===== config.mk =====
export PLATFORM = sky130hd
export DESIGN_NAME = rms_level_meter
export DESIGN_NICKNAME = d
export VERILOG_FILES = /design/src/hw/rtl/rlm_pkg.sv /design/src/hw/rtl/rlm_ctrl.sv /design/src/hw/rtl/rlm_dp.sv /design/src/hw/rtl/rms_level_meter.sv
export SDC_FILE = /design/constraint.sdc
export NUM_CORES = 2
export LEC_CHECK = 0
export BUFFER_PORTS_ARGS = -buffer_cell sky130_fd_sc_hd__buf_4
export CORE_AREA = 2 2 303 305
export DETAILED_ROUTE_END_ITERATION = 12
export DIE_AREA = 0 0 305 307
export PLACE_DENSITY = 0.61
export SLEW_MARGIN = 20
export SYNTH_ARGS = -nofsm -noshare
export SYNTH_HDL_FRONTEND = slang
export SYNTH_SLANG_ARGS = --single-unit
export TNS_END_PERCENT = 20

===== constraint.sdc =====
create_clock -name clk_i -period 12.45 [get_ports clk_i]
set_clock_uncertainty 0.2 [all_clocks]
set_input_delay 1.8675 -clock clk_i [delete_from_list [all_inputs] [get_ports clk_i]]
set_output_delay 1.8675 -clock clk_i [all_outputs]
set_load 0.005 [all_outputs]

===== src/hw/rtl/rlm_pkg.sv =====
// ----------------------------------------------------------------------------
// rlm_pkg
// Shared types and constants of the rms level meter: controller states,
// the command and status bundles, and the register map.
// ----------------------------------------------------------------------------
`default_nettype none

package rlm_pkg;

  localparam int unsigned SumW    = 42;
  localparam int unsigned CountW  = 13;
  localparam int unsigned LevelW  = 15;
  localparam int unsigned ScaledW = 16;
  localparam int unsigned WeightW = 8;
  localparam int unsigned CfgW    = 15;
  localparam int unsigned StepW   = 6;

  localparam logic [StepW-1:0] DivSteps   = 6'd42;
  localparam logic [StepW-1:0] SqrtSteps  = 6'd15;
  localparam logic [StepW-1:0] ScaleSteps = 6'd15;

  localparam logic [WeightW-1:0] WeightReset    = 8'd18;
  localparam logic [CfgW-1:0]    FullScaleReset = 15'd5571;
  localparam logic [LevelW-1:0]  RmsMax         = 15'd16384;
  localparam logic [ScaledW-1:0] ScaledMax      = 16'd32768;

  typedef enum logic [0:0] {
    RegSmoothingWeight = 1'b0,
    RegFullScaleLevel  = 1'b1
  } reg_index_e;

  typedef enum logic [3:0] {
    StIdle,
    StAccLeft,
    StAccRight,
    StDivInit,
    StDiv,
    StSqrtInit,
    StSqrt,
    StSmoothMul,
    StSmoothAdd,
    StScaleInit,
    StScale,
    StEmit
  } state_e;

  typedef struct packed {
    logic capture;
    logic acc_left;
    logic acc_right;
    logic div_init;
    logic div_step;
    logic sqrt_init;
    logic sqrt_step;
    logic smooth_mul;
    logic smooth_add;
    logic scale_init;
    logic scale_step;
    logic emit;
  } cmd_t;

  typedef struct packed {
    logic buf_end;
    logic out_free;
  } status_t;

endpackage

`default_nettype wire


===== src/hw/rtl/rlm_ctrl.sv =====
// ----------------------------------------------------------------------------
// rlm_ctrl
// Sequencer of the rms level meter: walks each frame through accumulation
// and, at buffer end, through divide, square root, smoothing and rescale.
// ----------------------------------------------------------------------------
`default_nettype none

module rlm_ctrl
  import rlm_pkg::*;
(
  input  wire logic    clk_i,
  input  wire logic    rst_ni,
  input  wire logic    in_valid_i,
  output logic         in_ready_o,
  input  wire status_t status_i,
  output cmd_t         cmd_o
);

  state_e           state_q, state_d;
  logic [StepW-1:0] cnt_q, cnt_d;

  always_ff @(posedge clk_i or negedge rst_ni) begin
    if (!rst_ni) begin
      state_q <= StIdle;
      cnt_q   <= '0;
    end else begin
      state_q <= state_d;
      cnt_q   <= cnt_d;
    end
  end

  always_comb begin
    state_d    = state_q;
    cnt_d      = cnt_q;
    cmd_o      = '0;
    in_ready_o = 1'b0;
    case (state_q)
      StIdle: begin
        in_ready_o  = 1'b1;
        cmd_o.capture = in_valid_i;
        if (in_valid_i) begin
          state_d = StAccLeft;
        end
      end
      StAccLeft: begin
        cmd_o.acc_left = 1'b1;
        state_d        = StAccRight;
      end
      StAccRight: begin
        cmd_o.acc_right = 1'b1;
        state_d         = status_i.buf_end ? StDivInit : StIdle;
      end
      StDivInit: begin
        cmd_o.div_init = 1'b1;
        cnt_d          = DivSteps - 6'd1;
        state_d        = StDiv;
      end
      StDiv: begin
        cmd_o.div_step = 1'b1;
        cnt_d          = cnt_q - 6'd1;
        if (cnt_q == '0) begin
          state_d = StSqrtInit;
        end
      end
      StSqrtInit: begin
        cmd_o.sqrt_init = 1'b1;
        cnt_d           = SqrtSteps - 6'd1;
        state_d         = StSqrt;
      end
      StSqrt: begin
        cmd_o.sqrt_step = 1'b1;
        cnt_d           = cnt_q - 6'd1;
        if (cnt_q == '0) begin
          state_d = StSmoothMul;
        end
      end
      StSmoothMul: begin
        cmd_o.smooth_mul = 1'b1;
        state_d          = StSmoothAdd;
      end
      StSmoothAdd: begin
        cmd_o.smooth_add = 1'b1;
        state_d          = StScaleInit;
      end
      StScaleInit: begin
        cmd_o.scale_init = 1'b1;
        cnt_d            = ScaleSteps - 6'd1;
        state_d          = StScale;
      end
      StScale: begin
        cmd_o.scale_step = 1'b1;
        cnt_d            = cnt_q - 6'd1;
        if (cnt_q == '0) begin
          state_d = StEmit;
        end
      end
      StEmit: begin
        cmd_o.emit = status_i.out_free;
        if (status_i.out_free) begin
          state_d = StIdle;
        end
      end
      default: begin
        state_d = StIdle;
      end
    endcase
  end

endmodule

`default_nettype wire


===== src/hw/rtl/rlm_dp.sv =====
// ----------------------------------------------------------------------------
// rlm_dp
// Datapath of the rms level meter: square accumulator, shift-subtract
// divider, digit square root, smoothing multiply and rescale divider,
// with the output register.
// ----------------------------------------------------------------------------
`default_nettype none

module rlm_dp
  import rlm_pkg::*;
#(
  parameter int unsigned MaxFrames = 4096
) (
  input  wire logic                clk_i,
  input  wire logic                rst_ni,
  input  wire cmd_t                cmd_i,
  output status_t                  status_o,
  input  wire logic signed [15:0]  left_sample_i,
  input  wire logic signed [15:0]  right_sample_i,
  input  wire logic                last_frame_i,
  input  wire logic [WeightW-1:0]  weight_i,
  input  wire logic [CfgW-1:0]     full_scale_i,
  output logic                     out_valid_o,
  input  wire logic                out_ready_i,
  output logic [LevelW-1:0]        rms_level_o,
  output logic [LevelW-1:0]        smoothed_level_o,
  output logic [ScaledW-1:0]       scaled_level_o
);

  // frame capture and accumulation
  logic signed [14:0] lsmp_q, rsmp_q;
  logic               last_q;
  logic [SumW-1:0]    sum_q;
  logic [CountW-1:0]  count_q;
  logic signed [15:0] lhalf, rhalf;
  logic signed [14:0] mul_a;
  logic signed [29:0] sq;

  // divider
  logic [SumW-1:0]   divd_q;
  logic [13:0]       drem_q, dvsr_q;
  logic [14:0]       dtrial;
  logic              dge;

  // square root
  logic [29:0]       sop_q;
  logic [16:0]       srem_q;
  logic [14:0]       root_q;
  logic [18:0]       scur, strial;
  logic              sge;

  // smoothing
  logic [LevelW-1:0]  rms_c, rms_q, smoothed_q;
  logic signed [15:0] diff;
  logic signed [24:0] prod, prod_q;
  logic signed [16:0] step, smooth_sum;

  // rescale
  logic [CfgW-1:0]   fs_eff, fsr_q, srm_q;
  logic [14:0]       quo_q;
  logic              clamp_q;
  logic [15:0]       ctrial;
  logic              cge;

  logic              out_valid_q;

  assign lhalf = left_sample_i >>> 1;
  assign rhalf = right_sample_i >>> 1;
  assign mul_a = cmd_i.acc_left ? lsmp_q : rsmp_q;
  assign sq    = mul_a * mul_a;

  assign dtrial = {drem_q, divd_q[SumW-1]};
  assign dge    = dtrial >= {1'b0, dvsr_q};

  assign scur   = {srem_q, sop_q[29:28]};
  assign strial = {2'b00, root_q, 2'b01};
  assign sge    = scur >= strial;

  assign rms_c      = (root_q > RmsMax) ? RmsMax : root_q;
  assign diff       = $signed({1'b0, rms_c}) - $signed({1'b0, smoothed_q});
  assign prod       = diff * $signed({1'b0, weight_i});
  assign step       = prod_q[24:8];
  assign smooth_sum = $signed({2'b00, smoothed_q}) + step;

  assign fs_eff = (full_scale_i == '0) ? 15'd1 : full_scale_i;
  assign ctrial = {srm_q, 1'b0};
  assign cge    = ctrial >= {1'b0, fsr_q};

  assign status_o.buf_end  = last_q || (count_q >= CountW'(MaxFrames));
  assign status_o.out_free = !out_valid_q || out_ready_i;
  assign out_valid_o       = out_valid_q;

  always_ff @(posedge clk_i or negedge rst_ni) begin
    if (!rst_ni) begin
      sum_q       <= '0;
      count_q     <= '0;
      smoothed_q  <= '0;
      out_valid_q <= 1'b0;
    end else begin
      if (cmd_i.acc_left || cmd_i.acc_right) begin
        sum_q <= sum_q + SumW'(sq[28:0]);
      end else if (cmd_i.div_init) begin
        sum_q <= '0;
      end
      if (cmd_i.acc_left) begin
        count_q <= count_q + 13'd1;
      end else if (cmd_i.div_init) begin
        count_q <= '0;
      end
      if (cmd_i.smooth_add) begin
        smoothed_q <= smooth_sum[14:0];
      end
      if (cmd_i.emit) begin
        out_valid_q <= 1'b1;
      end else if (out_ready_i) begin
        out_valid_q <= 1'b0;
      end
    end
  end

  always_ff @(posedge clk_i) begin
    if (cmd_i.capture) begin
      lsmp_q <= lhalf[14:0];
      rsmp_q <= rhalf[14:0];
      last_q <= last_frame_i;
    end
    if (cmd_i.div_init) begin
      divd_q <= sum_q;
      drem_q <= '0;
      dvsr_q <= {count_q, 1'b0};
    end else if (cmd_i.div_step) begin
      drem_q <= dge ? 14'(dtrial - {1'b0, dvsr_q}) : dtrial[13:0];
      divd_q <= {divd_q[SumW-2:0], dge};
    end
    if (cmd_i.sqrt_init) begin
      sop_q  <= divd_q[29:0];
      srem_q <= '0;
      root_q <= '0;
    end else if (cmd_i.sqrt_step) begin
      srem_q <= sge ? 17'(scur - strial) : scur[16:0];
      root_q <= {root_q[13:0], sge};
      sop_q  <= {sop_q[27:0], 2'b00};
    end
    if (cmd_i.smooth_mul) begin
      prod_q <= prod;
      rms_q  <= rms_c;
    end
    if (cmd_i.scale_init) begin
      clamp_q <= smoothed_q >= fs_eff;
      srm_q   <= smoothed_q;
      fsr_q   <= fs_eff;
      quo_q   <= '0;
    end else if (cmd_i.scale_step) begin
      srm_q <= cge ? 15'(ctrial - {1'b0, fsr_q}) : ctrial[14:0];
      quo_q <= {quo_q[13:0], cge};
    end
    if (cmd_i.emit) begin
      rms_level_o      <= rms_q;
      smoothed_level_o <= smoothed_q;
      scaled_level_o   <= clamp_q ? ScaledMax : {1'b0, quo_q};
    end
  end

endmodule

`default_nettype wire


===== src/hw/rtl/rms_level_meter.sv =====
// ----------------------------------------------------------------------------
// rms_level_meter
// RMS level meter with exponential smoothing over buffers of stereo frames.
//
// Input channel: one stereo frame of Q1.15 samples per item, with a flag
// on the last frame of a buffer. Output channel: one item per ended buffer
// carrying the rms, smoothed and scaled levels. Both use valid/ready.
// Each frame is captured, then one shared multiplier squares the
// left and then the right halved sample into the accumulator.
// A buffer ends on the flagged frame or at MaxFrames frames. The end of a
// buffer then runs the 42-step shift-subtract divider, the 15-step square
// root, the smoothing multiply and add, and the 15-step rescale divider
// before the result is loaded into the output register.
// The output register holds a result while the receiver stalls; new
// frames are still accepted, and only the next buffer end waits for it.
// Reset clears the accumulator, frame count and smoothed level, and loads
// smoothing_weight = 18 and full_scale_level = 5571.
// Registers are written through cfg_we_i / cfg_index_i / cfg_data_i.
// ----------------------------------------------------------------------------
`default_nettype none

module rms_level_meter
  import rlm_pkg::*;
#(
  parameter int unsigned MaxFrames = 4096
) (
  input  wire logic               clk_i,
  input  wire logic               rst_ni,
  input  wire logic               cfg_we_i,
  input  wire logic [0:0]         cfg_index_i,
  input  wire logic [CfgW-1:0]    cfg_data_i,
  input  wire logic               in_valid_i,
  output logic                    in_ready_o,
  input  wire logic signed [15:0] left_sample_i,
  input  wire logic signed [15:0] right_sample_i,
  input  wire logic               last_frame_i,
  output logic                    out_valid_o,
  input  wire logic               out_ready_i,
  output logic [LevelW-1:0]       rms_level_o,
  output logic [LevelW-1:0]       smoothed_level_o,
  output logic [ScaledW-1:0]      scaled_level_o
);

  logic [WeightW-1:0] weight_q;
  logic [CfgW-1:0]    full_scale_q;
  cmd_t               cmd;
  status_t            status;

  always_ff @(posedge clk_i or negedge rst_ni) begin
    if (!rst_ni) begin
      weight_q     <= WeightReset;
      full_scale_q <= FullScaleReset;
    end else if (cfg_we_i) begin
      case (cfg_index_i)
        RegSmoothingWeight: weight_q     <= cfg_data_i[WeightW-1:0];
        RegFullScaleLevel:  full_scale_q <= cfg_data_i;
        default: begin
        end
      endcase
    end
  end

  rlm_ctrl u_ctrl (
    .clk_i      (clk_i),
    .rst_ni     (rst_ni),
    .in_valid_i (in_valid_i),
    .in_ready_o (in_ready_o),
    .status_i   (status),
    .cmd_o      (cmd)
  );

  rlm_dp #(
    .MaxFrames (MaxFrames)
  ) u_dp (
    .clk_i            (clk_i),
    .rst_ni           (rst_ni),
    .cmd_i            (cmd),
    .status_o         (status),
    .left_sample_i    (left_sample_i),
    .right_sample_i   (right_sample_i),
    .last_frame_i     (last_frame_i),
    .weight_i         (weight_q),
    .full_scale_i     (full_scale_q),
    .out_valid_o      (out_valid_o),
    .out_ready_i      (out_ready_i),
    .rms_level_o      (rms_level_o),
    .smoothed_level_o (smoothed_level_o),
    .scaled_level_o   (scaled_level_o)
  );

endmodule

`default_nettype wire

Yosys cells after proc, flatten, opt, wreduce, memory -nomap -nowiden
Index checks and enable logic that the tools add are counted.
{"block": "totals", "input_bits": 54, "ff_bits": 396}
{"block": "classes", "n_lt_le_gt_ge": 6, "n_mux": 40, "n_eq_ne": 16, "reduce_logical": 19, "bitwise": 1, "n_addsub": 8, "n_mul": 2}
{"cell": "42-bit two-way mux", "n": 4}
{"cell": "15-bit two-way mux", "n": 6}
{"cell": "30-bit two-way mux", "n": 2}
{"cell": "4-bit one-hot mux with 12 select lines", "n": 1}
{"cell": "42-bit by 29-bit adder with 42-bit output", "n": 1}
{"cell": "15-bit by 15-bit multiplier with 29-bit output", "n": 1}
{"cell": "13-bit two-way mux", "n": 2}
{"cell": "16-bit by 9-bit multiplier with 23-bit output", "n": 1}
{"cell": "4-bit two-way mux", "n": 5}
{"cell": "19-bit by 17-bit greater-or-equal comparator with 1-bit output", "n": 1}
{"cell": "6-bit one-hot mux with 3 select lines", "n": 1}
{"cell": "17-bit two-way mux", "n": 1}
{"cell": "17-bit subtractor", "n": 1}
{"cell": "4-bit by 3-bit == test with 1-bit output (second input constant)", "n": 4}
{"cell": "4-bit == test (second input constant)", "n": 4}
{"cell": "16-bit by 15-bit greater-or-equal comparator with 1-bit output", "n": 1}
{"cell": "16-bit two-way mux", "n": 1}
{"cell": "15-bit by 15-bit subtractor with 16-bit output", "n": 1}
{"cell": "15-bit adder", "n": 1}
{"cell": "15-bit by 14-bit greater-or-equal comparator with 1-bit output", "n": 1}
{"cell": "15-bit greater-or-equal comparator", "n": 1}
{"cell": "15-bit > comparator (second input constant)", "n": 1}
{"cell": "15-bit zero test", "n": 1}
{"cell": "1-bit two-way mux", "n": 15}
{"cell": "other kinds (22)", "n": 34}

Logic depth before layout (Yosys ltp)
{"block": "logic_depth", "depth_word": 6, "depth_mapped": 41}

By module
From an unflattened synthesis, not the netlist that was laid out.
{"block": "unflattened", "cells_unflattened": 3114, "area_unflattened_um2": 31671.6}
{"module": "rlm_dp", "area_each_um2": 29963.7, "cells_each": 2951, "seq_area_each_um2": 9694.3, "n_inst": 1}
{"module": "rms_level_meter", "area_each_um2": 870.8, "cells_each": 50, "seq_area_each_um2": 586.8, "n_inst": 1}
{"module": "rlm_ctrl", "area_each_um2": 837.1, "cells_each": 113, "seq_area_each_um2": 250.2, "n_inst": 1}

Worst setup path before layout
Ideal clock, no wire load.
{"block": "synth_timing", "kind": "register -> register", "start": "register u_ctrl.state_q[2]", "end": "register u_dp.sum_q[41]", "path_stages_with_launch": 38, "slack_ns": 3.161, "path_buffers": 3, "synth_period_minus_slack_ns": 9.289, "setup_ns": 0.129, "arrival_time_ns": 8.959, "path_cell_list": "dfrtp_1 or2_2 buf_2 nor2_2 buf_2 mux2i_1 clkinv_1 nand2_1 inv_1 fa_1 inv_1 fa_1 inv_1 fa_1 fa_1 fa_1 inv_1 fa_1 (+2 left out) a21oi_1 o21ai_0 a21oi_1 o21ai_0 a21o_1 a21oi_1 xnor2_1 ha_1 nand2_1 inv_1 a221o_1 a22oi_1 o31ai_2 a221o_2 a31oi_4 buf_6 a2bb2oi_2 nand2_1"}
{"block": "synth_between", "elab_chain_len": 6, "word_cells_on_any_way": 12, "cone_classes": "add/sub (1); mul (1); eq/ne (3); mux (5); reduce/logical (2)"}
{"item": "start, declared", "line": "rlm_ctrl.sv:19", "rtl": "state_e state_q, state_d;"}
{"item": "start signal, assigned", "line": "rlm_ctrl.sv:24", "rtl": "state_q <= StIdle;"}
{"item": "start signal, assigned", "line": "rlm_ctrl.sv:27", "rtl": "state_q <= state_d;"}
{"item": "4-bit by 1-bit == test with 1-bit output", "line": "rlm_ctrl.sv:37", "rtl": "case (state_q)"}
{"item": "1-bit two-way mux", "line": "rlm_ctrl.sv:37"}
{"item": "15-bit two-way mux", "line": "rlm_dp.sv:69", "rtl": "assign mul_a = cmd_i.acc_left ? lsmp_q : rsmp_q;"}
{"item": "15-bit by 15-bit multiplier with 29-bit output", "line": "rlm_dp.sv:70", "rtl": "assign sq = mul_a * mul_a;"}
{"item": "42-bit by 29-bit adder with 42-bit output", "line": "rlm_dp.sv:101", "rtl": "sum_q <= sum_q + SumW'(sq[28:0]);"}
{"item": "42-bit two-way mux", "line": "rlm_dp.sv:100", "rtl": "if (cmd_i.acc_left || cmd_i.acc_right) begin"}
{"item": "end signal, assigned", "line": "rlm_dp.sv:101"}
{"item": "end, declared", "line": "rlm_dp.sv:33", "rtl": "logic [SumW-1:0] sum_q;"}
Parallel ways exist; a longest one is shown, timed or not.
A chain may end at the register's enable or synchronous reset.

Worst setup path after layout
{"block": "layout_timing", "start": "register u_ctrl.state_q[3]", "end": "register u_dp.sum_q[34]"}
The elaborated chain is that of the path after synthesis.

==> results.txt <==
----------------------------------------------------
[STA]
  Worst-margin pin slew ... between 1 and 1.5 ns
  Remaining max-slew budget at the tightest pin ... 0.2822
  Setup repair after global routing missed its margin ... false
  Final worst-path cycle share ... 0.8685
  Final sum of negative setup slack ... 0 ns
  Worst Slack Setup Final ... 1.637 ns
  Final period demand of the worst path ... 10.81 ns
  Final setup violation count ... 0
  Number of slew-limit violations in the final report ... 0
  Max Freq ... 92.48 MHz
  Number of endpoints with negative hold slack in the final report ... 0

[Drt]
  Number of search-and-repair iterations in the first detailed-routing pass ... 5
  Number of remaining DRC errors ... 0
  Number of DRC markers after the initial detailed-route iteration ... 1393
  Average wire per cell in the routed design ... about 15 µm
  Number of antenna-violating nets in the routed design ... 0
  Final Routed Wirelength ... slightly below 70000 µm
  Total vias in the final route ... 22030
  Number of vias per cell after detailed routing ... ~4.8

[Synth]
  Synthesized flop and latch total ... a little under 400
  Proportion of synthesized chip area in sequential cells ... 0.3358
  Post-synth ARST share ... 0.2680
  Number of synthesized flops with an enable pin ... about 220
  Post-synthesis cell count ... 3268
  Warnings from Yosys ... 0
  Most used DFF post-synth ... edfxtp_1
  Library cells used by synthesis ... 87
  Synthesized net count ... 3858
  Synthesized area per cell ... about 9.6 µm²
  Netlist area before placement ... approximately 0.031 mm²

[Setup path]
  Path depth of the worst reg2reg path ... 35
  Required time reported for the critical path endpoint ... 12.71 ns
  Startpoint of the worst-slack reg-to-reg timing path ... u_ctrl.state_q[3]
  Cell class contributing the biggest share of worst-path delay ... adder cells
  Setup slack of the most critical reg-to-reg path ... 1.64 ns
  CP most frequent cell ... fa_1
  CP Data Arrival Time ... around 11 ns
  Class of the most critical setup path ... reg2reg
  Timing startpoint of the critical path ... u_ctrl.state_q[3]
  Highest cell delay on the worst timing path ... about 0.77 ns
  Highest fanout seen on the critical path ... 16
  Worst setup SP type ... register
  Endpoint class of the critical path ... register
  FF-to-FF End ... u_dp.sum_q[34]
  Number of buffers and inverters on the critical path ... 6
  Library cell contributing the largest single delay on the critical path ... a31oi_1

[Clock tree]
  H-tree levels ... 2
  Number of CTS-inserted buffers ... 43
  Buffer depth of the longest clock path ... 3
  Clock tree from TritonCTS ... yes
  Worst-path clk slew ... 0.06 ns
  Post-CTS setup buffer count ... 0
  CTS hold repair buffers ... 0
  CTS Root Cell ... clkbuf_16
  Clk_lat worst skew ... between 0.5 and 0.6 ns
  Clock sinks ... 388
  # resized after CTS ... 0

[Die]
  DIE AREA ... 0.09364 mm²
  Number of ports placed on the die boundary ... around 100
  Vertical extent of the die ... 307 µm
  Initial core utilization ... 0.3458
  Core Area ... 0.09069 mm²
  Floorplan die width ... 305 µm
  Row Count ... 111

[Place]
  Buffers on Ports ... ~100
  Setup slack after placement ... 1.765 ns
  Post-detail-place hpwl ... 52630 µm
  Weighted congestion at the end of routability-driven global placement ... 0.8693

[Global route]
  Grt met1 use ... 0.2084
  Met3 track demand over resource in global routing ... 0.01757
  Aggregate global routing overflow ... 0
  GRT Resource Usage Total ... 0.1491
  Initial antenna violation count ... 3
  Global routing usage on met2 ... 0.2447
  First-pass GRT wire length ... 115300 µm
  Largest net degree at the start of global routing ... 67
  Vias in the first global route ... 22310
  Most crowded layer after global routing ... met2

[Hold path]
  Hold Path End ... u_dp.rms_level_o[13]
  Number of stages on the worst hold path ... 0
  Worst Min Path Start ... u_dp.rms_q[13]
  Class of the most critical hold timing path ... reg2reg

[Layout]
  Net total in the final layout ... between 3000 and 4000
  Number of antenna repair diodes ... 0
  Filler cell count ... 8973
  Area Overhead vs Synth ... 10.97%
  Sequential standard cell area ... between 0.01 and 0.015 mm²
  Share of layout cells above drive strength 1 ... 0.08034
  Area occupied by multi-input gates ... 0.01848 mm²

[Status]
  Status ... complete, no violations

[Job]
  Number of max-capacitance violations reported ... 0

----------------------------------------------------
==> kinds of logic (layout without fill, tap and decap cells) <==
| logic type | Yosys count | in the layout | synth area share |
|---|---|---|---|
| adders and majority gates | 536 | 536 | 0.2833 |
| and+or+nand+nor | 1004 | 1004 | 0.1419 |
| xor gates and xnor gates | 136 | 136 | 0.03798 |
| DFF | 388 | 388 | 0.3358 |
| AOI/OAI and AO/OA | 532 | 532 | 0.1085 |
| buffers and inverters | 623 | 728 | 0.07600 |
| muxes | 49 | 49 | 0.01664 |
==> synth_stat cells (24+ instances only) <==
master    number  area share
nand2_1      551       0.066
inv_1        516       0.062
fa_1         290        0.19
ha_1         246       0.098
edfxtp_1     223        0.21
nor2_1       170       0.020
o21ai_0      146       0.023
a21oi_1      145       0.023
dfrtp_1       95       0.076
xnor2_1       90       0.025
clkbuf_1      84       0.010
and2_1        69       0.014
dfxtp_1       61       0.039
a21o_1        47       0.011
xor2_1        46       0.013
nand3_1       38      0.0061
nor2b_1       38      0.0076
nor3_1        27      0.0043
mux2_2        25      0.0090
mux2i_1       24      0.0077
==> area by class of cell <==
cell class | instances | share of cell area
Sequential cell | 388 | 0.3026
Tap cell | 1186 | 0.04264
Timing Repair Buffer | 123 | 0.02653
Multi-Input combinational cell | 2257 | 0.5310
Clock buffer | 50 | 0.03196
Inverter | 525 | 0.05662
Clock inverter | 30 | 0.008664
==> cells in the final DEF (no fill, tap or decap), types with 24 or more instances in the layout <==
master / count
nand2_1: 551
inv_1: 516
fa_1: 290
ha_1: 246
edfxtp_1: 223
nor2_1: 166
a21oi_1: 145
o21ai_0: 144
buf_4: 123
dfrtp_1: 95
xnor2_1: 90
and2_1: 69
dfxtp_1: 61
a21o_1: 47
xor2_1: 46
clkbuf_16: 43
nor2b_1: 38
nand3_1: 38
nor3_1: 27
mux2_2: 25
mux2i_1: 24
==> layer usage <==
metal,share of wire,up-vias
met5,0,-
met4,0.026,0
met2,0.46,450
met3,0.042,110
met1,0.48,10590
li1,-,10880
==> per-stage QoR <==
stage          area (µm²)  instances  utilization  hold WS, ns
6_report            34800       4559       0.3837       0.2169
5_1_grt             34800       4559       0.3837       0.2266
4_1_cts             34800       4559       0.3837       0.2235
3_5_place_dp        33380       4479       0.3681       0.2056
3_3_place_gp        33380       4479       0.3681       0.2023
2_1_floorplan       31360       3268            -       0.2003
==> worst max-delay path by stage <==
stage,depth (start not counted),end
floorplan,37,u_dp.sum_q[41]
global placement,35,u_dp.sum_q[40]
detailed placement,35,u_dp.sum_q[34]
CTS,35,u_dp.sum_q[34]
global route,35,u_dp.sum_q[34]
finish,35,u_dp.sum_q[34]
==> registers in the layout, indices dropped and copies added (netlist names), 6 cells and up <==
signal,flops
u_dp.smoothed_level_o,15
u_dp.sop_q,30
u_dp.srm_q,15
u_dp.sum_q,42
u_dp.quo_q,15
u_ctrl.cnt_q,6
u_dp.scaled_level_o,16
u_dp.srem_q,17
u_dp.root_q,15
u_dp.rms_q,15
weight_q,8
u_dp.dvsr_q,13
u_dp.rsmp_q,15
u_dp.prod_q,15
u_dp.lsmp_q,15
u_dp.fsr_q,15
u_dp.smoothed_q,15
u_dp.divd_q,42
u_dp.count_q,13
u_dp.rms_level_o,15
u_dp.drem_q,14
full_scale_q,15
Power is left out: the tool's default activity adds up to more than one toggle a clock period on the data nets, which glitch-free logic cannot reach.
